$ cat config.mk
export PLATFORM = sky130hd
export DESIGN_NAME = announce_receive_qualifier_flat
export DESIGN_NICKNAME = d
export VERILOG_FILES = /design/src/arq_pkg.sv /design/src/arq_ifs.sv /design/src/arq_trace_ram.sv /design/src/announce_receive_qualifier.sv /design/src/flat_wrapper.sv
export SDC_FILE = /design/constraint.sdc
export NUM_CORES = 2
export LEC_CHECK = 0
export BUFFER_PORTS_ARGS = -buffer_cell sky130_fd_sc_hd__buf_2
export CORE_MARGIN = 2
export CORE_UTILIZATION = 35
export CTS_BUF_LIST = sky130_fd_sc_hd__clkbuf_8
export CTS_CLUSTER_DIAMETER = 200
export DETAILED_ROUTE_END_ITERATION = 8
export SKIP_CTS_REPAIR_TIMING = 1
export SYNTH_ARGS = -nofsm -noshare
export SYNTH_HDL_FRONTEND = slang
export SYNTH_SLANG_ARGS = --single-unit
$ cat constraint.sdc
create_clock -name i_clk -period 8.2 [get_ports i_clk]
set_input_delay 1.64 -clock i_clk [delete_from_list [all_inputs] [get_ports i_clk]]
set_output_delay 1.64 -clock i_clk [all_outputs]
set_load 0.02 [all_outputs]
$ cat src/arq_pkg.sv
// ----------------------------------------------------------------------------
// arq_pkg
// Types and constants shared by the announce receive qualifier files.
// ----------------------------------------------------------------------------
`default_nettype none

package arq_pkg;

    // Item operation codes
    typedef enum logic [1:0] {
        OP_HEADER = 2'd0,
        OP_PATH   = 2'd1,
        OP_READ   = 2'd2,
        OP_BEGIN  = 2'd3
    } t_op;

    // Result status codes
    typedef enum logic [2:0] {
        ST_DISCARDED = 3'd0,
        ST_QUALIFIED = 3'd1,
        ST_SELF      = 3'd2,
        ST_STEPS     = 3'd3,
        ST_TRAVERSED = 3'd4,
        ST_READ      = 3'd5,
        ST_BEGIN     = 3'd6
    } t_status;

    // Receive machine states, one-hot
    typedef enum logic [1:0] {
        RX_DISCARD = 2'b01,
        RX_RECEIVE = 2'b10
    } t_rx_state;

    // Source of the trace entry shown with a result
    typedef enum logic [1:0] {
        SEL_ZERO = 2'd0,
        SEL_MEM  = 2'd1,
        SEL_TAIL = 2'd2
    } t_entry_sel;

    // Register indexes (byte address / 8)
    typedef enum logic [1:0] {
        REG_CLOCK_ID    = 2'd0,
        REG_EXT_CONFIG  = 2'd1,
        REG_INST_ENABLE = 2'd2
    } t_reg_idx;

    localparam logic [15:0] STEPS_LIMIT    = 16'd255;
    localparam logic [15:0] TLV_PATH_TRACE = 16'h0008;
    localparam int          PADDR_W        = 5;

    typedef struct packed {
        t_op         operation;
        logic [63:0] source_clock_id;
        logic [15:0] steps_removed;
        logic [15:0] tlv_type;
        logic [15:0] tlv_length;
        logic [63:0] path_clock_id;
        logic        port_active;
        logic        port_enabled;
        logic        link_capable;
        logic        is_slave_port;
        logic [3:0]  read_index;
    } t_item;

    typedef struct packed {
        logic        qualified;
        t_status     status;
        logic [4:0]  path_trace_count;
        logic [63:0] trace_entry;
        logic        in_receive;
    } t_result;

endpackage

`default_nettype wire

$ cat src/arq_ifs.sv
// ----------------------------------------------------------------------------
// arq item and result channels
// Valid/ready channels carrying one input item or one result item.
// ----------------------------------------------------------------------------
`default_nettype none

interface arq_item_if;
    logic           valid;
    logic           ready;
    arq_pkg::t_item data;

    modport source (output valid, output data, input ready);
    modport sink   (input valid, input data, output ready);
endinterface

interface arq_result_if;
    logic             valid;
    logic             ready;
    arq_pkg::t_result data;

    modport source (output valid, output data, input ready);
    modport sink   (input valid, input data, output ready);
endinterface

`default_nettype wire

$ cat src/arq_trace_ram.sv
// ----------------------------------------------------------------------------
// arq_trace_ram
// Two-bank path trace store: one write port, one read port with
// registered read data.
// ----------------------------------------------------------------------------
`default_nettype none

module arq_trace_ram #(
    parameter int DEPTH = 32,
    parameter int AW    = $clog2(DEPTH)
) (
    input  wire logic          i_clk,
    input  wire logic          i_we,
    input  wire logic [AW-1:0] i_waddr,
    input  wire logic [63:0]   i_wdata,
    input  wire logic          i_re,
    input  wire logic [AW-1:0] i_raddr,
    output      logic [63:0]   o_rdata
);

    logic [63:0] r_mem [DEPTH];
    logic [63:0] r_rdata;

    // write port
    always_ff @(posedge i_clk) begin
        if (i_we) begin
            r_mem[i_waddr] <= i_wdata;
        end
    end

    // registered read port, held between reads
    always_ff @(posedge i_clk) begin
        if (i_re) begin
            r_rdata <= r_mem[i_raddr];
        end
    end

    assign o_rdata = r_rdata;

endmodule

`default_nettype wire

$ cat src/announce_receive_qualifier.sv
// ----------------------------------------------------------------------------
// announce_receive_qualifier
// Announce receive machine (discard/receive) with announce qualification
// and a double-banked path trace fed one identity per path entry item.
// ----------------------------------------------------------------------------
// An accepted item sits in the input register; its result loads into the
//   result register when the item advances out of the input register.
// Throughput: one item per cycle; ready drops only while the result
//   register holds an untaken result.
// Reset (synchronous, i_rst_n low): discard state, trace cleared, count 0,
//   no scan pending. Trace store contents are not cleared; no sweep.
`default_nettype none

module announce_receive_qualifier #(
    parameter int MAX_TRACE = 16
) (
    input  wire logic                         i_clk,
    input  wire logic                         i_rst_n,
    arq_item_if.sink                          i_item,
    arq_result_if.source                      o_res,
    input  wire logic                         psel,
    input  wire logic                         penable,
    input  wire logic                         pwrite,
    input  wire logic [arq_pkg::PADDR_W-1:0]  paddr,
    input  wire logic [63:0]                  pwdata,
    output      logic [63:0]                  prdata,
    output      logic                         pready
);

    localparam int DEPTH = 2 * MAX_TRACE;
    localparam int AW    = $clog2(DEPTH);
    localparam int CW    = $clog2(MAX_TRACE);       // committed count < MAX_TRACE
    localparam int TW    = $clog2(MAX_TRACE + 1);   // scan total/index up to MAX_TRACE
    localparam int CMPW  = (CW > 4) ? CW : 4;

    // ------------------------------------------------------------------
    // configuration registers
    // ------------------------------------------------------------------
    logic [63:0] r_this_id;
    logic        r_ext_cfg;
    logic        r_inst_en;
    logic        cfg_we;

    assign cfg_we = psel && penable && pwrite;
    assign pready = 1'b1;

    always_ff @(posedge i_clk) begin
        if (!i_rst_n) begin
            r_this_id <= '0;
            r_ext_cfg <= 1'b0;
            r_inst_en <= 1'b1;
        end else if (cfg_we) begin
            case (arq_pkg::t_reg_idx'(paddr[4:3]))
                arq_pkg::REG_CLOCK_ID:    r_this_id <= pwdata;
                arq_pkg::REG_EXT_CONFIG:  r_ext_cfg <= pwdata[0];
                arq_pkg::REG_INST_ENABLE: r_inst_en <= pwdata[0];
                default: ;
            endcase
        end
    end

    always_comb begin
        case (arq_pkg::t_reg_idx'(paddr[4:3]))
            arq_pkg::REG_CLOCK_ID:    prdata = r_this_id;
            arq_pkg::REG_EXT_CONFIG:  prdata = {63'd0, r_ext_cfg};
            arq_pkg::REG_INST_ENABLE: prdata = {63'd0, r_inst_en};
            default:                  prdata = '0;
        endcase
    end

    // ------------------------------------------------------------------
    // pipeline handshake
    // ------------------------------------------------------------------
    logic                 r_in_valid;
    arq_pkg::t_item       r_in;
    logic                 r_out_valid;
    logic                 advance;

    assign advance      = r_in_valid && (!r_out_valid || o_res.ready);
    assign i_item.ready = !r_in_valid || advance;

    always_ff @(posedge i_clk) begin
        if (!i_rst_n) begin
            r_in_valid <= 1'b0;
        end else if (i_item.ready) begin
            r_in_valid <= i_item.valid;
        end
    end

    always_ff @(posedge i_clk) begin
        if (i_item.valid && i_item.ready) begin
            r_in <= i_item.data;
        end
    end

    // ------------------------------------------------------------------
    // machine state
    // ------------------------------------------------------------------
    arq_pkg::t_rx_state r_rx,      n_rx;
    logic               r_bank,    n_bank;
    logic               r_cleared, n_cleared;
    logic [CW-1:0]      r_count,   n_count;
    logic [TW-1:0]      r_total,   n_total;
    logic [TW-1:0]      r_index,   n_index;
    logic               r_rej,     n_rej;
    logic               r_slave,   n_slave;
    logic [63:0]        r_tail,    n_tail;

    // result of the item in the input register
    logic                 emit;
    arq_pkg::t_status     res_status;
    arq_pkg::t_entry_sel  res_sel;

    // store ports
    logic                 mem_we;
    logic [AW-1:0]        mem_waddr;
    logic                 mem_re;
    logic [AW-1:0]        mem_raddr;
    logic [63:0]          mem_rdata;

    // scan finish request
    logic                 fin_req;
    logic [TW-1:0]        fin_total;
    logic                 fin_rej;
    logic                 fin_slave;

    // header decode helpers
    logic                 usable;
    logic                 forced;
    logic [12:0]          tlv_ids;
    logic [TW-1:0]        hdr_n;
    logic [AW-1:0]        staging_base;
    logic [AW-1:0]        active_base;
    logic [CMPW-1:0]      rd_idx;
    logic                 rd_hit;
    logic                 rd_tail;
    logic                 path_rej;

    assign usable       = r_in.port_active && r_in.port_enabled && r_in.link_capable;
    assign forced       = (!r_inst_en || !usable) && !r_ext_cfg;
    assign tlv_ids      = r_in.tlv_length[15:3];
    assign hdr_n        = (tlv_ids > 13'(MAX_TRACE)) ? TW'(MAX_TRACE) : TW'(tlv_ids);
    assign staging_base = r_bank ? '0 : AW'(MAX_TRACE);
    assign active_base  = r_bank ? AW'(MAX_TRACE) : '0;
    assign rd_idx       = CMPW'(r_in.read_index);
    assign rd_hit       = !r_cleared && (rd_idx < CMPW'(r_count));
    assign rd_tail      = rd_hit && (rd_idx == (CMPW'(r_count) - CMPW'(1)));
    assign path_rej     = r_rej || (r_in.path_clock_id == r_this_id);

    assign mem_waddr    = staging_base + AW'(r_index);
    assign mem_raddr    = active_base + AW'(r_in.read_index);

    // per-item processing
    always_comb begin
        n_rx       = r_rx;
        n_bank     = r_bank;
        n_cleared  = r_cleared;
        n_count    = r_count;
        n_total    = r_total;
        n_index    = r_index;
        n_rej      = r_rej;
        n_slave    = r_slave;
        n_tail     = r_tail;
        emit       = 1'b0;
        res_status = arq_pkg::ST_DISCARDED;
        res_sel    = arq_pkg::SEL_ZERO;
        mem_we     = 1'b0;
        mem_re     = 1'b0;
        fin_req    = 1'b0;
        fin_total  = r_total;
        fin_rej    = r_rej;
        fin_slave  = r_slave;

        case (r_in.operation)
            arq_pkg::OP_BEGIN: begin
                n_rx       = arq_pkg::RX_DISCARD;
                n_total    = '0;
                n_index    = '0;
                emit       = 1'b1;
                res_status = arq_pkg::ST_BEGIN;
            end
            arq_pkg::OP_READ: begin
                emit       = 1'b1;
                res_status = arq_pkg::ST_READ;
                if (rd_tail) begin
                    res_sel = arq_pkg::SEL_TAIL;
                end else if (rd_hit) begin
                    res_sel = arq_pkg::SEL_MEM;
                    mem_re  = advance;
                end
            end
            arq_pkg::OP_PATH: begin
                // stray entries with no scan pending are dropped
                if (r_index < r_total) begin
                    mem_we  = advance;
                    n_rej   = path_rej;
                    n_index = r_index + TW'(1);
                    if (r_index + TW'(1) == r_total) begin
                        fin_req = 1'b1;
                        fin_rej = path_rej;
                    end
                end
            end
            default: begin
                // announce header
                n_total = '0;
                n_index = '0;
                if (forced) begin
                    n_rx       = arq_pkg::RX_DISCARD;
                    emit       = 1'b1;
                    res_status = arq_pkg::ST_DISCARDED;
                end else if ((r_rx == arq_pkg::RX_DISCARD) && !usable) begin
                    emit       = 1'b1;
                    res_status = arq_pkg::ST_DISCARDED;
                end else begin
                    n_rx = arq_pkg::RX_RECEIVE;
                    if (r_in.source_clock_id == r_this_id) begin
                        emit       = 1'b1;
                        res_status = arq_pkg::ST_SELF;
                    end else if (r_in.steps_removed >= arq_pkg::STEPS_LIMIT) begin
                        emit       = 1'b1;
                        res_status = arq_pkg::ST_STEPS;
                    end else if (r_in.tlv_type == arq_pkg::TLV_PATH_TRACE) begin
                        n_total = hdr_n;
                        n_rej   = 1'b0;
                        n_slave = r_in.is_slave_port;
                        if (hdr_n == '0) begin
                            fin_req   = 1'b1;
                            fin_total = '0;
                            fin_rej   = 1'b0;
                            fin_slave = r_in.is_slave_port;
                        end
                    end else begin
                        n_cleared  = 1'b1;
                        emit       = 1'b1;
                        res_status = arq_pkg::ST_QUALIFIED;
                    end
                end
            end
        endcase

        // verdict at the end of a scan; on a commit, own identity kept as the tail entry
        if (fin_req) begin
            n_total = '0;
            n_index = '0;
            emit    = 1'b1;
            if (fin_rej) begin
                res_status = arq_pkg::ST_TRAVERSED;
            end else begin
                res_status = arq_pkg::ST_QUALIFIED;
                if (fin_slave) begin
                    if (({1'b0, fin_total} + (TW+1)'(1)) < (TW+1)'(MAX_TRACE)) begin
                        n_bank    = !r_bank;
                        n_count   = CW'({1'b0, fin_total} + (TW+1)'(1));
                        n_cleared = 1'b0;
                        n_tail    = r_this_id;
                    end else begin
                        n_count = '0;
                    end
                end
            end
        end
    end

    always_ff @(posedge i_clk) begin
        if (!i_rst_n) begin
            r_rx      <= arq_pkg::RX_DISCARD;
            r_bank    <= 1'b0;
            r_cleared <= 1'b1;
            r_count   <= '0;
            r_total   <= '0;
            r_index   <= '0;
            r_rej     <= 1'b0;
            r_slave   <= 1'b0;
        end else if (advance) begin
            r_rx      <= n_rx;
            r_bank    <= n_bank;
            r_cleared <= n_cleared;
            r_count   <= n_count;
            r_total   <= n_total;
            r_index   <= n_index;
            r_rej     <= n_rej;
            r_slave   <= n_slave;
        end
    end

    always_ff @(posedge i_clk) begin
        if (advance) begin
            r_tail <= n_tail;
        end
    end

    // ------------------------------------------------------------------
    // path trace store
    // ------------------------------------------------------------------
    arq_trace_ram #(
        .DEPTH (DEPTH),
        .AW    (AW)
    ) u_trace_ram (
        .i_clk   (i_clk),
        .i_we    (mem_we),
        .i_waddr (mem_waddr),
        .i_wdata (r_in.path_clock_id),
        .i_re    (mem_re),
        .i_raddr (mem_raddr),
        .o_rdata (mem_rdata)
    );

    // ------------------------------------------------------------------
    // result register
    // ------------------------------------------------------------------
    arq_pkg::t_status     r_out_status;
    logic [4:0]           r_out_count;
    logic                 r_out_rx;
    arq_pkg::t_entry_sel  r_out_sel;

    always_ff @(posedge i_clk) begin
        if (!i_rst_n) begin
            r_out_valid <= 1'b0;
        end else if (advance) begin
            r_out_valid <= emit;
        end else if (o_res.ready) begin
            r_out_valid <= 1'b0;
        end
    end

    always_ff @(posedge i_clk) begin
        if (advance && emit) begin
            r_out_status <= res_status;
            r_out_count  <= 5'(n_count);
            r_out_rx     <= (n_rx == arq_pkg::RX_RECEIVE);
            r_out_sel    <= res_sel;
        end
    end

    // entry mux after the register; store data arrives with the result
    always_comb begin
        o_res.data.qualified        = (r_out_status == arq_pkg::ST_QUALIFIED);
        o_res.data.status           = r_out_status;
        o_res.data.path_trace_count = r_out_count;
        o_res.data.in_receive       = r_out_rx;
        case (r_out_sel)
            arq_pkg::SEL_MEM:  o_res.data.trace_entry = mem_rdata;
            arq_pkg::SEL_TAIL: o_res.data.trace_entry = r_tail;
            default:           o_res.data.trace_entry = '0;
        endcase
    end

    assign o_res.valid = r_out_valid;

    // ------------------------------------------------------------------
    // assertions
    // ------------------------------------------------------------------
    a_scan_bound: assert property (@(posedge i_clk) disable iff (!i_rst_n)
        (r_index <= r_total) && (r_total <= TW'(MAX_TRACE)))
        else $error("scan index beyond scan total");

    a_count_bound: assert property (@(posedge i_clk) disable iff (!i_rst_n)
        {1'b0, r_count} < (CW+1)'(MAX_TRACE))
        else $error("committed count out of range");

    a_entry_only_read: assert property (@(posedge i_clk) disable iff (!i_rst_n)
        (r_out_valid && (r_out_status != arq_pkg::ST_READ))
            |-> (r_out_sel == arq_pkg::SEL_ZERO))
        else $error("trace entry selected on a non-read result");

    a_no_store_write_when_idle: assert property (@(posedge i_clk) disable iff (!i_rst_n)
        mem_we |-> (r_in_valid && (r_in.operation == arq_pkg::OP_PATH) && (r_index < r_total)))
        else $error("trace store written with no scan pending");

    a_commit_uncleared: assert property (@(posedge i_clk) disable iff (!i_rst_n)
        (advance && (n_bank != r_bank)) |=> (!r_cleared && (r_count != '0)))
        else $error("bank swap without a committed trace");

endmodule

`default_nettype wire
$ cat src/flat_wrapper.sv
// flat-port wrapper written by rule: the top's interface ports become plain ports
module announce_receive_qualifier_flat 
#(
    parameter int MAX_TRACE = 16
)
  (i_clk, i_rst_n, psel, penable, pwrite, paddr, pwdata, prdata, pready, i_item_valid, i_item_data, i_item_ready, o_res_valid, o_res_data, o_res_ready);
  arq_item_if i_item_i ();
  arq_result_if o_res_i ();
  input  wire logic i_clk;
  input  wire logic i_rst_n;
  input  wire logic psel;
  input  wire logic penable;
  input  wire logic pwrite;
  input  wire logic [arq_pkg::PADDR_W-1:0] paddr;
  input  wire logic [63:0] pwdata;
  output      logic [63:0] prdata;
  output      logic pready;
  input wire logic [$bits(i_item_i.valid)-1:0] i_item_valid;
  input wire logic [$bits(i_item_i.data)-1:0] i_item_data;
  output wire logic [$bits(i_item_i.ready)-1:0] i_item_ready;
  output wire logic [$bits(o_res_i.valid)-1:0] o_res_valid;
  output wire logic [$bits(o_res_i.data)-1:0] o_res_data;
  input wire logic [$bits(o_res_i.ready)-1:0] o_res_ready;
  assign i_item_i.valid = i_item_valid;
  assign i_item_i.data = i_item_data;
  assign i_item_ready = i_item_i.ready;
  assign o_res_valid = o_res_i.valid;
  assign o_res_data = o_res_i.data;
  assign o_res_i.ready = o_res_ready;
  announce_receive_qualifier #(.MAX_TRACE(MAX_TRACE)) u_core (.i_clk(i_clk), .i_rst_n(i_rst_n), .i_item(i_item_i), .o_res(o_res_i), .psel(psel), .penable(penable), .pwrite(pwrite), .paddr(paddr), .pwdata(pwdata), .prdata(prdata), .pready(pready));
endmodule
==> results.toml <==
[synth]
syn_avg_cell_area_sq_um = 22.28
ys_seq_elements = 2457
async_flop_share_pct = 0
seq_area_frac_synth_pct = 77.51
synth.area.top_cells = "edfxtp_1 (76%), mux4_2 (15%), dfxtp_1 (1.9%), mux2_2 (0.81%), xnor2_1 (0.69%)"
synthCells = 4222
yosysWarnings = 0
synth_ff_type = "edfxtp_1"
ys_types = 58
netlist.area_leader.share_pct = 75.63
synth_edf_count = 2369
synth.cell_area_sq_um = 94060
synth_nets = 4506
synth.largest_area_cell = "edfxtp_1"

[setup_path]
r2r.worst_path.cells = 11
worstPathRequired_ns = 8.85
critPathMaxStageDelay_ns = 0.84
cp_top_family = "simple AND/OR/NAND/NOR gates"
worstSetupPathType = "reg2reg"
worst_setup_path_end_kind = "flop"
cp_common_cell = "nor4_4"
path_cells = "xor2_1 > nor4_1 > nand4_1 > nor4_4 > nor4_4 > nor2_1 > ha_1 > a31oi_1 > a41o_1 > o21a_4 > buf_4"
cp-start-kind = "flop"
cp_slowest_cell = "xor2_1"
cp_max_fo = 35
crit_arrival_ns = 6.30
critical_path_depth = 11
crit_buf_inv = 1

[timing]
setup_viol = 0
maxSlewHeadroom_pct = 9.654
skew_ns = 0.08904
worst_slew_pin_slew_ns = 1.355
hold_ws_ns = 0.4605
min_period_ns = 5.657
fin_crit_sh_pct = 68.98
max_freq_mhz = 176.8
finalMaxSlewViolations = 0
rsz0062_at_grt = "false"
hold_viol = 0
tns_ns = 0

[place]
globalplace.congestion = 0.8235
port_buffers = 394
hpwl_mm = 156.9
place_inst = 8102

[finish]
utilization_pct = 40.72
final_common_cell = "edfxtp_1"
area_growth_pct = 15.88
drive_above_1_share_pct = 34.03
stdcell_count = 8850
final_cell_mix = "edfxtp_1 (2369), mux4_2 (640), clkbuf_8 (414)"
final_nets = 5240

[cts]
cts.sinks = 2457
root_buffer = "clkbuf_8"
clockBufferDepth = 4
clk_pin_slew_ns = 0.06
tritoncts = "yes"
htree_levels = 5
worstSkewPairLatency_ns = 1.06
cts_buffers = 404

[floorplan]
die_x_um = 522.4
die_y_um = 522.4
initial_utilization_pct = 35.14
rows = 190
coreArea_sq_um = 267700
ios = 403
dieArea_sq_um = 272900

[route]
drt_wl_total_mm = 273.9
vias = 47060
routed_via_density = 5.318
drtAntennaViolNets = 0
drt_pass1_iterations = 6
wl_per_cell_um = 30.95
route.detailed.drc = 0
drt_first_iter_violations = 5322

[pwr]
sequentialPowerShare_pct = 55.2
switchingPower_w = 0.005704
power_density_nw_per_um2 = 231.7
p_leak_nw = 35.32
clkPwrFrac_pct = 40.6
switching_share_pct = 22.59
ir_drop_mv = 0.1262
intPower_w = 0.01955
combPwrFrac_pct = 4.2
power_w = 0.02525

[grt]
grt_pass1_vias = 47670
antenna_found_initial = 22
overflow = 0
grt_max_degree = 131
grt.total_usage_pct = 19.63
grt_pass1_wl_mm = 373.1

[hold_path]
hold_path.class = "reg2reg"
worstHoldPathCells = 2

[flow_run]
cap_violations = 0

[outcome]
run_status = "finished, final reports clean"
==> cells by family (layout without fill, tap and decap cells) <==
| family | count (synthesis) | after routing | share of synthesized area, % |
|---|---|---|---|
| DFF | 2457 | 2457 | 77.51 |
| xor gates and xnor gates | 141 | 141 | 1.313 |
| buffers and inverters | 234 | 1298 | 0.9591 |
| other | 2 | 14 | 0.007984 |
| adders and majority gates | 22 | 22 | 0.2927 |
| AOI/OAI and AO/OA | 193 | 193 | 1.328 |
| and+or+nand+nor | 457 | 457 | 2.371 |
| muxes | 716 | 716 | 16.22 |
==> cell type report <==
| type | count | area [sq um] |
|---|---|---|
| inverter | 23 | 87.58 |
| tap | 3552 | 4444 |
| timing repair buffer | 539 | 3323 |
| clock buffer | 414 | 5698 |
| sequential | 2457 | 72900 |
| multi-input combinational | 1531 | 20580 |
| fill | 23730 | 158700 |
| antenna | 12 | 30.03 |
| clock inverter | 322 | 1922 |
==> worst register-to-register path, stage by stage (launching register included) <==
cell and delay (ns):
dfxtp_1 0.51, xor2_1 0.84, nor4_1 0.15, nand4_1 0.55, nor4_4 0.24, nor4_4 0.86, nor2_1 0.13, ha_1 0.28
a31oi_1 0.24, a41o_1 0.19, o21a_4 0.53, buf_4 0.69
==> synth_stat cells, drive strengths merged (2+ instances only) <==
cell type / number
conb: 2
or4: 7
mux2i: 8
o41ai: 2
o21a: 4
o32ai: 2
clkbuf: 144
a21oi: 78
inv: 23
and2: 68
mux2: 68
mux4: 640
nor4: 30
nand4b: 2
nor2: 119
buf: 67
o21ba: 2
edfxtp: 2369
nand2b: 5
nor2b: 9
a22oi: 64
a31oi: 3
nor4b: 2
nand2: 155
xor2: 67
o211ai: 7
nand3: 14
nor3b: 4
ha: 22
o31ai: 4
or3: 2
dfxtp: 88
a22o: 5
xnor2: 74
o21ai: 12
nand4: 28
o22ai: 2
nand3b: 3
nor3: 6
==> power groups by stage <==
stage / registers [W] / logic [W] / clock network, W
global placement: 0.0142 / 0.00107 / 0
detailed placement: 0.0142 / 0.00107 / 0
global route: 0.0139 / 0.00112 / 0.0110
finish: 0.0139 / 0.00106 / 0.0103
floorplan: 0.0142 / 0.000613 / 0
CTS: 0.0139 / 0.00108 / 0.0105
==> per-layer routing <==
layer  up-vias  track usage, %  wire length, um
met2      1995           33.53           138700
met5         -               0               72
li1      19180               -                -
met4        10           9.931            15800
met1     25370           24.18           102300
met3       503           3.075            17050
==> state kept, by name, summed over array words and instances, names as in the netlist <==
name / flops
u_core.r_total: 5
u_core.r_bank: 1
u_core.o_res.valid: 1
u_core.r_slave: 1
u_core.r_this_id: 64
u_core.r_out_status: 3
u_core.rd_idx: 4
u_core.u_trace_ram.o_rdata: 64
u_core.r_ext_cfg: 1
u_core.r_out_rx: 1
u_core.r_in: 179
u_core.r_tail: 64
u_core.r_out_count: 4
u_core.u_trace_ram.r_mem: 2048
u_core.r_inst_en: 1
u_core.r_count: 4
u_core.r_cleared: 1
u_core.r_out_sel: 2
u_core.r_rx: 2
u_core.r_index: 5
u_core.r_in_valid: 1
u_core.r_rej: 1
==> metrics by stage <==
stage / area [sq um] / worst slack (ns)
2_1_floorplan: 94060 / 1.536
3_3_place_gp: 101300 / 2.753
3_5_place_dp: 101300 / 2.650
4_1_cts: 109000 / 2.666
5_1_grt: 109000 / 2.560
6_report: 109000 / 2.543
==> final timing paths <==
check / from / end / slack, ns
worst max-delay path: u_core.r_this_id[59] / u_core.r_tail[34] / 2.54
worst min-delay path: u_core.r_this_id[25] / u_core.r_this_id[25] / 0.46
worst min register to register: u_core.r_this_id[25] / u_core.r_this_id[25] / 0.46
worst max register to register: u_core.r_this_id[59] / u_core.r_tail[34] / 2.54
(Power assumes the default switching activity.)
